===== config.mk =====
export PLATFORM = sky130hd
export DESIGN_NAME = rcan_sweep
export DESIGN_NICKNAME = d
export VERILOG_FILES = /design/src/hw/rtl/rcan_pkg.sv /design/src/hw/rtl/rcan_sweep.sv
export SDC_FILE = /design/constraint.sdc
export NUM_CORES = 2
export LEC_CHECK = 0
export ABC_CLOCK_PERIOD_IN_PS = 12700
export BUFFER_PORTS_ARGS = -buffer_cell sky130_fd_sc_hd__buf_2
export CAP_MARGIN = 20
export CORE_UTILIZATION = 39
export DETAILED_ROUTE_END_ITERATION = 12
export GPL_TIMING_DRIVEN = 0
export PLACE_DENSITY = 0.54
export SLEW_MARGIN = 10
export SYNTH_ARGS = -nofsm -noshare
export SYNTH_HDL_FRONTEND = slang
export SYNTH_SLANG_ARGS = --single-unit

===== constraint.sdc =====
create_clock -name clk -period 12.7 [get_ports clk]
set_input_delay 0.635 -clock clk [delete_from_list [all_inputs] [get_ports clk]]
set_output_delay 0.635 -clock clk [all_outputs]
set_load 0.02 [all_outputs]

===== src/hw/rtl/rcan_pkg.sv =====
// ----------------------------------------------------------------------------
// rcan_pkg
// Shared types and fixed constants for the circle raster canvas: command,
// shape and status codes, register indexes, field widths, stream offsets.
// ----------------------------------------------------------------------------
package rcan_pkg;

  // Field widths fixed by the stream format
  localparam int CMD_W    = 2;
  localparam int COORD_W  = 20;
  localparam int CHAR_W   = 8;
  localparam int PIXIDX_W = 9;
  localparam int CFG_W    = 10;
  localparam int CFGIDX_W = 2;
  localparam int STATUS_W = 2;

  // Radius arithmetic: r - one needs one extra bit, squares double it
  localparam int INNER_W  = COORD_W + 1;
  localparam int RSQ_W    = 2 * INNER_W;

  // Input tdata layout, lowest bit first
  localparam int IN_CX_LSB    = 0;
  localparam int IN_CY_LSB    = IN_CX_LSB + COORD_W;
  localparam int IN_R_LSB     = IN_CY_LSB + COORD_W;
  localparam int IN_SHAPE_LSB = IN_R_LSB + COORD_W;
  localparam int IN_PAINT_LSB = IN_SHAPE_LSB + CHAR_W;
  localparam int IN_COL_LSB   = IN_PAINT_LSB + CHAR_W;
  localparam int IN_ROW_LSB   = IN_COL_LSB + PIXIDX_W;
  localparam int IN_USED_W    = IN_ROW_LSB + PIXIDX_W;
  localparam int IN_TDATA_W   = ((IN_USED_W + 7) / 8) * 8;

  // Output tdata layout
  localparam int OUT_USED_W  = STATUS_W + CHAR_W;
  localparam int OUT_TDATA_W = ((OUT_USED_W + 7) / 8) * 8;

  // Commands
  localparam logic [CMD_W-1:0] CMD_CLEAR = 2'd0;
  localparam logic [CMD_W-1:0] CMD_DRAW  = 2'd1;
  localparam logic [CMD_W-1:0] CMD_READ  = 2'd2;

  // Shape type bytes
  localparam logic [CHAR_W-1:0] SHAPE_FILLED = 8'h43;
  localparam logic [CHAR_W-1:0] SHAPE_RING   = 8'h63;

  // Result status
  localparam logic [STATUS_W-1:0] STATUS_OK      = 2'd0;
  localparam logic [STATUS_W-1:0] STATUS_BAD_CIR = 2'd1;
  localparam logic [STATUS_W-1:0] STATUS_OUTSIDE = 2'd2;

  // Register indexes
  localparam logic [CFGIDX_W-1:0] REG_WIDTH  = 2'd0;
  localparam logic [CFGIDX_W-1:0] REG_HEIGHT = 2'd1;
  localparam logic [CFGIDX_W-1:0] REG_BGCHAR = 2'd2;

  // Register reset values
  localparam logic [CFG_W-1:0]  RST_WIDTH  = 10'd300;
  localparam logic [CFG_W-1:0]  RST_HEIGHT = 10'd300;
  localparam logic [CHAR_W-1:0] RST_BGCHAR = 8'd32;

  // Sweep request from the controller
  typedef struct packed {
    logic                      start;
    logic                      clear_mode;
    logic                      ring;
    logic                      ring_all;
    logic [CHAR_W-1:0]         fill_char;
    logic signed [COORD_W-1:0] cx;
    logic signed [COORD_W-1:0] cy;
    logic [RSQ_W-1:0]          rsq;
    logic [RSQ_W-1:0]          inner_sq;
  } sweep_cmd_t;

  // Sweep progress back to the controller
  typedef struct packed {
    logic running;
    logic done;
  } sweep_stat_t;

endpackage


===== src/hw/rtl/rcan_sweep.sv =====
// ----------------------------------------------------------------------------
// rcan_sweep
// Raster walker: steps over every pixel in use, one per cycle, computes the
// squared distance to the circle center in a short pipeline and writes the
// pixels that the clear or the circle covers.
// ----------------------------------------------------------------------------
module rcan_sweep #(
  parameter int FRAC_BITS = 8,
  parameter int IDX_W     = 9,
  parameter int CMP_W     = 10
) (
  input  logic                    clk,
  input  logic                    rst,
  input  rcan_pkg::sweep_cmd_t    cmd,
  input  logic [CMP_W-1:0]        width_eff,
  input  logic [CMP_W-1:0]        height_eff,
  output rcan_pkg::sweep_stat_t   stat,
  output logic                    wr_en,
  output logic [2*IDX_W-1:0]      wr_addr,
  output logic [7:0]              wr_data
);
  import rcan_pkg::*;

  localparam int OFF_W = IDX_W + FRAC_BITS + 1;
  localparam int DX_W  = ((OFF_W > COORD_W) ? OFF_W : COORD_W) + 1;
  localparam int SQ_W  = 2 * DX_W;
  localparam int D2_W  = SQ_W + 1;

  logic             running;
  logic             active;
  logic [IDX_W-1:0] row;
  logic [IDX_W-1:0] col;
  logic             col_last;
  logic             row_last;

  logic                   v1;
  logic [IDX_W-1:0]       row1;
  logic [IDX_W-1:0]       col1;
  logic signed [DX_W-1:0] dx1;
  logic signed [DX_W-1:0] dy1;

  logic                   v2;
  logic [IDX_W-1:0]       row2;
  logic [IDX_W-1:0]       col2;
  logic [SQ_W-1:0]        sqx;
  logic [SQ_W-1:0]        sqy;

  logic signed [SQ_W-1:0] dx_wide;
  logic signed [SQ_W-1:0] dy_wide;
  logic [D2_W-1:0]        d2;
  logic                   in_disc;
  logic                   in_ring;
  logic                   done;

  assign col_last = (CMP_W'(col) == (width_eff - CMP_W'(1)));
  assign row_last = (CMP_W'(row) == (height_eff - CMP_W'(1)));

  // Finished once the walker stopped and the pipeline drained
  assign done = running && !active && !v1 && !v2;
  assign stat.running = running;
  assign stat.done    = done;

  // Walk rows and columns of the canvas in use
  always_ff @(posedge clk) begin
    if (rst) begin
      running <= 1'b0;
      active  <= 1'b0;
    end else if (cmd.start) begin
      running <= 1'b1;
      active  <= (width_eff != '0) && (height_eff != '0);
    end else begin
      if (done) begin
        running <= 1'b0;
      end
      if (active && col_last && row_last) begin
        active <= 1'b0;
      end
    end
  end

  always_ff @(posedge clk) begin
    if (cmd.start) begin
      row <= '0;
      col <= '0;
    end else if (active) begin
      if (col_last) begin
        col <= '0;
        row <= row + IDX_W'(1);
      end else begin
        col <= col + IDX_W'(1);
      end
    end
  end

  // Pipeline valid bits
  always_ff @(posedge clk) begin
    if (rst) begin
      v1 <= 1'b0;
      v2 <= 1'b0;
    end else begin
      v1 <= active;
      v2 <= v1;
    end
  end

  // Stage 1: offsets from the center
  always_ff @(posedge clk) begin
    row1 <= row;
    col1 <= col;
    dx1  <= DX_W'(cmd.cx) - (DX_W'(col) << FRAC_BITS);
    dy1  <= DX_W'(cmd.cy) - (DX_W'(row) << FRAC_BITS);
  end

  // Stage 2: squares
  assign dx_wide = SQ_W'(dx1);
  assign dy_wide = SQ_W'(dy1);

  always_ff @(posedge clk) begin
    row2 <= row1;
    col2 <= col1;
    sqx  <= $unsigned(dx_wide * dx_wide);
    sqy  <= $unsigned(dy_wide * dy_wide);
  end

  // Stage 3: compare with the radius bounds and write
  assign d2      = D2_W'(sqx) + D2_W'(sqy);
  assign in_disc = (d2 <= D2_W'(cmd.rsq));
  assign in_ring = cmd.ring_all || (d2 > D2_W'(cmd.inner_sq));

  assign wr_en   = v2 && (cmd.clear_mode || (in_disc && (!cmd.ring || in_ring)));
  assign wr_addr = {row2, col2};
  assign wr_data = cmd.fill_char;

`ifndef SYNTHESIS
  a_write_in_sweep: assert property (@(posedge clk) disable iff (rst)
    wr_en |-> running)
    else $error("canvas write outside a sweep");

  a_start_when_free: assert property (@(posedge clk) disable iff (rst)
    cmd.start |-> !running)
    else $error("sweep started while another runs");

  a_done_ends_run: assert property (@(posedge clk) disable iff (rst)
    done |=> !running && !wr_en)
    else $error("sweep kept running after done");
`endif

endmodule


==> results.toml <==
[outcome]
status = "complete, no violations"

[route]
drt_wl_total_mm = 103.8
vias = 28370
avgRoutedWirePerCell_um = 17.59
routed_via_density = 4.809
dr.pass1.iters = 5
ant_nets = 0
drt_iter0_drc = 1583
post-route-drc-count = 0

[logic_synthesis]
async_flop_share = 0
synthDistinctLibCells = 65
ys.flop_type = "dfxtp_1"
syn_nets = 5722
synthesis.area_mm2 = 0.03953
syn_inst = 4328
avgSynthCellArea_um2 = 9.134
synth_seq_area_share = 0.09217
ys.warnings.count = 0
ys_seq_elements = 182
synth_edf_count = 0

[die]
die_area_mm2 = 0.1026
rows = 116
ioPinCount = 187
fp.coreArea_mm2 = 0.1003
fp.dieW_um = 320.4
die_h_um = 320.4
start_util = 0.3942

[place]
hpwl_mm = 90.95
gp_congestion = 0.9289
dpl_cell_area_mm2 = 0.04215
port_buffers = 178

[clock_tree]
htree_num_levels = 4
numCtsBuffers = 17
clockBufferDepth = 2
clk_latency_ns = 0.48
cts.sinks = 182
root_buffer = "clkbuf_16"
post_cts_resized = 0
cts.reportedPaths.clkPinSlew_ns = 0.09
cts_setup_buffers = 0
cts_hold_buffers = 0
cts_tree = "built"

[worst_hold_path]
hp-class = "input port to register"
hold_depth = 1

[worst_setup_path]
cp-end-kind = "register"
r2r_setup_slack_ns = 3.80
r2r_cells = 26
cpPeakStageDelay_ns = 0.89
crit_path_top_delay_cell = "a211oi_1"
path_max_fanout = 10
critical_path_class = "register to register"
crit_cells = 26
cpMostUsedCell = "fa_1"
required_ns = 13.11
cp_top_family = "adder cells"
timing.critical_path.buf_inv = 8
arrival_ns = 9.31
critPathLaunchType = "register"

[global_routing]
grt_pass1_vias = 30660
grt-ovfl-total = 0
grt_pass1_wl_mm = 166.7
grtUsageTotal = 0.2127
grt_max_degree = 19
antenna_found_initial = 15
grtUsageMet3 = 0.05045
top_usage_layer = "met2"
grt_use_met2 = 0.3471
grt_use_met1 = 0.2837

[sta]
finalSetupViolations = 0
period_needed_ns = 8.898
period_share = 0.7006
slew_viol_final = 0
hold-worst-slack_ns = 0.2467
worst_pin_slew_ns = 1.123
hold_viol = 0
grt_setup_unrepaired = "no"
fin_tns_setup_ns = 0
max_freq_mhz = 112.4
fin_skew_ns = 0.02170
max-slew-margin-rel = 0.2454

[finish]
fillers = 10160
final_common_cell = "inv_1"
layout_common_cells = "inv_1 (1219), fa_1 (833), ha_1 (403)"
final_util = 0.4264
drive_above_1_share = 0.05417
design_area_mm2 = 0.04276
layout.nets = 5923
areaGrowthSynthToFinish_pct = 8.179

[job]
cap_violations = 0
per-stage QoR:
| stage | std cells | setup slack [ns] |
|---|---|---|
| after global placement | 5863 | 4.002 |
| after floorplan | 4328 | 5.736 |
| after CTS | 5897 | 3.948 |
| after detailed placement | 5866 | 3.984 |
| after global routing | 5900 | 3.454 |
| final | 5900 | 3.802 |
Yosys cell counts (11+ instances only):
| cell | count | area share |
|---|---|---|
| inv_1 | 1219 | 0.12 |
| fa_1 | 833 | 0.42 |
| ha_1 | 403 | 0.13 |
| nand2_1 | 335 | 0.032 |
| dfxtp_1 | 182 | 0.092 |
| nor2_1 | 176 | 0.017 |
| a21oi_1 | 148 | 0.019 |
| xnor2_1 | 145 | 0.032 |
| and2_1 | 143 | 0.023 |
| clkbuf_1 | 107 | 0.010 |
| o21ai_0 | 90 | 0.011 |
| a21o_1 | 87 | 0.017 |
| xor2_1 | 57 | 0.013 |
| nand3_1 | 46 | 0.0058 |
| nand4_1 | 40 | 0.0063 |
| nor2b_1 | 31 | 0.0049 |
| nor3_1 | 30 | 0.0038 |
| nand2b_1 | 26 | 0.0041 |
| a31oi_1 | 19 | 0.0030 |
| o21bai_1 | 19 | 0.0036 |
| o21a_1 | 18 | 0.0034 |
| a21boi_0 | 12 | 0.0023 |
| and3_1 | 12 | 0.0019 |
| buf_4 | 12 | 0.0023 |
| a211oi_1 | 11 | 0.0021 |
metal layers:
metal,vias up,part of all wire
li1,13410,-
met1,14070,0.44
met2,742,0.46
met3,123,0.079
met4,20,0.023
met5,-,0.0013
flip-flops by register name (all words and copies together) (netlist names):
signal	flops
row1	9
dy1	21
sqx	41
active	1
col	9
col2	9
dx1	21
col1	9
row	9
running	1
row2	9
v2	1
sqy	41
v1	1
cell type report:
class / instances / area, um^2 / share of cell area
well taps: 1357 / 1698 / 0.03970
multi-input cells: 2805 / 30820 / 0.7206
flip-flops and latches: 182 / 3643 / 0.08520
clock inverters: 14 / 180.2 / 0.004213
repair buffers: 182 / 918.4 / 0.02148
diodes: 2 / 5.005 / 0.0001170
plain buffers: 121 / 499.2 / 0.01167
clock buffers: 17 / 425.4 / 0.009948
inverters: 1220 / 4579 / 0.1071
cells by family after synthesis:
| group | share of synthesized area |
|---|---|
| compound gates | 0.07846 |
| xor+xnor | 0.04475 |
| fa+ha+maj | 0.5494 |
| buf+inv | 0.1285 |
| flops | 0.09217 |
| mux | 0.001076 |
| simple gates | 0.1057 |
path summary, 6_finish.rpt:
check | from | endpoint
setup / recovery | dy1[14] | sqy[41]
hold / removal | cmd[111] | dx1[7]
setup reg to reg | dy1[14] | sqy[41]
hold reg to reg | col1[1] | col2[1]
worst register-to-register path, stage by stage (launching register included):
cell	delay [ns]
dfxtp_1	0.57
clkbuf_1	0.57
clkbuf_1	0.63
nand2_1	0.16
fa_1	0.58
inv_1	0.08
ha_1	0.27
inv_1	0.05
fa_1	0.54
inv_1	0.06
fa_1	0.48
fa_1	0.50
fa_1	0.49
inv_1	0.05
fa_1	0.53
inv_1	0.06
ha_1	0.26
clkbuf_1	0.25
o211ai_1	0.14
nor2_1	0.13
a31oi_1	0.16
a211oi_1	0.89
a31oi_1	0.34
o22ai_1	0.49
a21oi_1	0.17
o21ai_0	0.25
xnor2_1	0.14
Power is left out: the tool's default activity adds up to more than one toggle a clock period on the data nets, which glitch-free logic cannot reach.
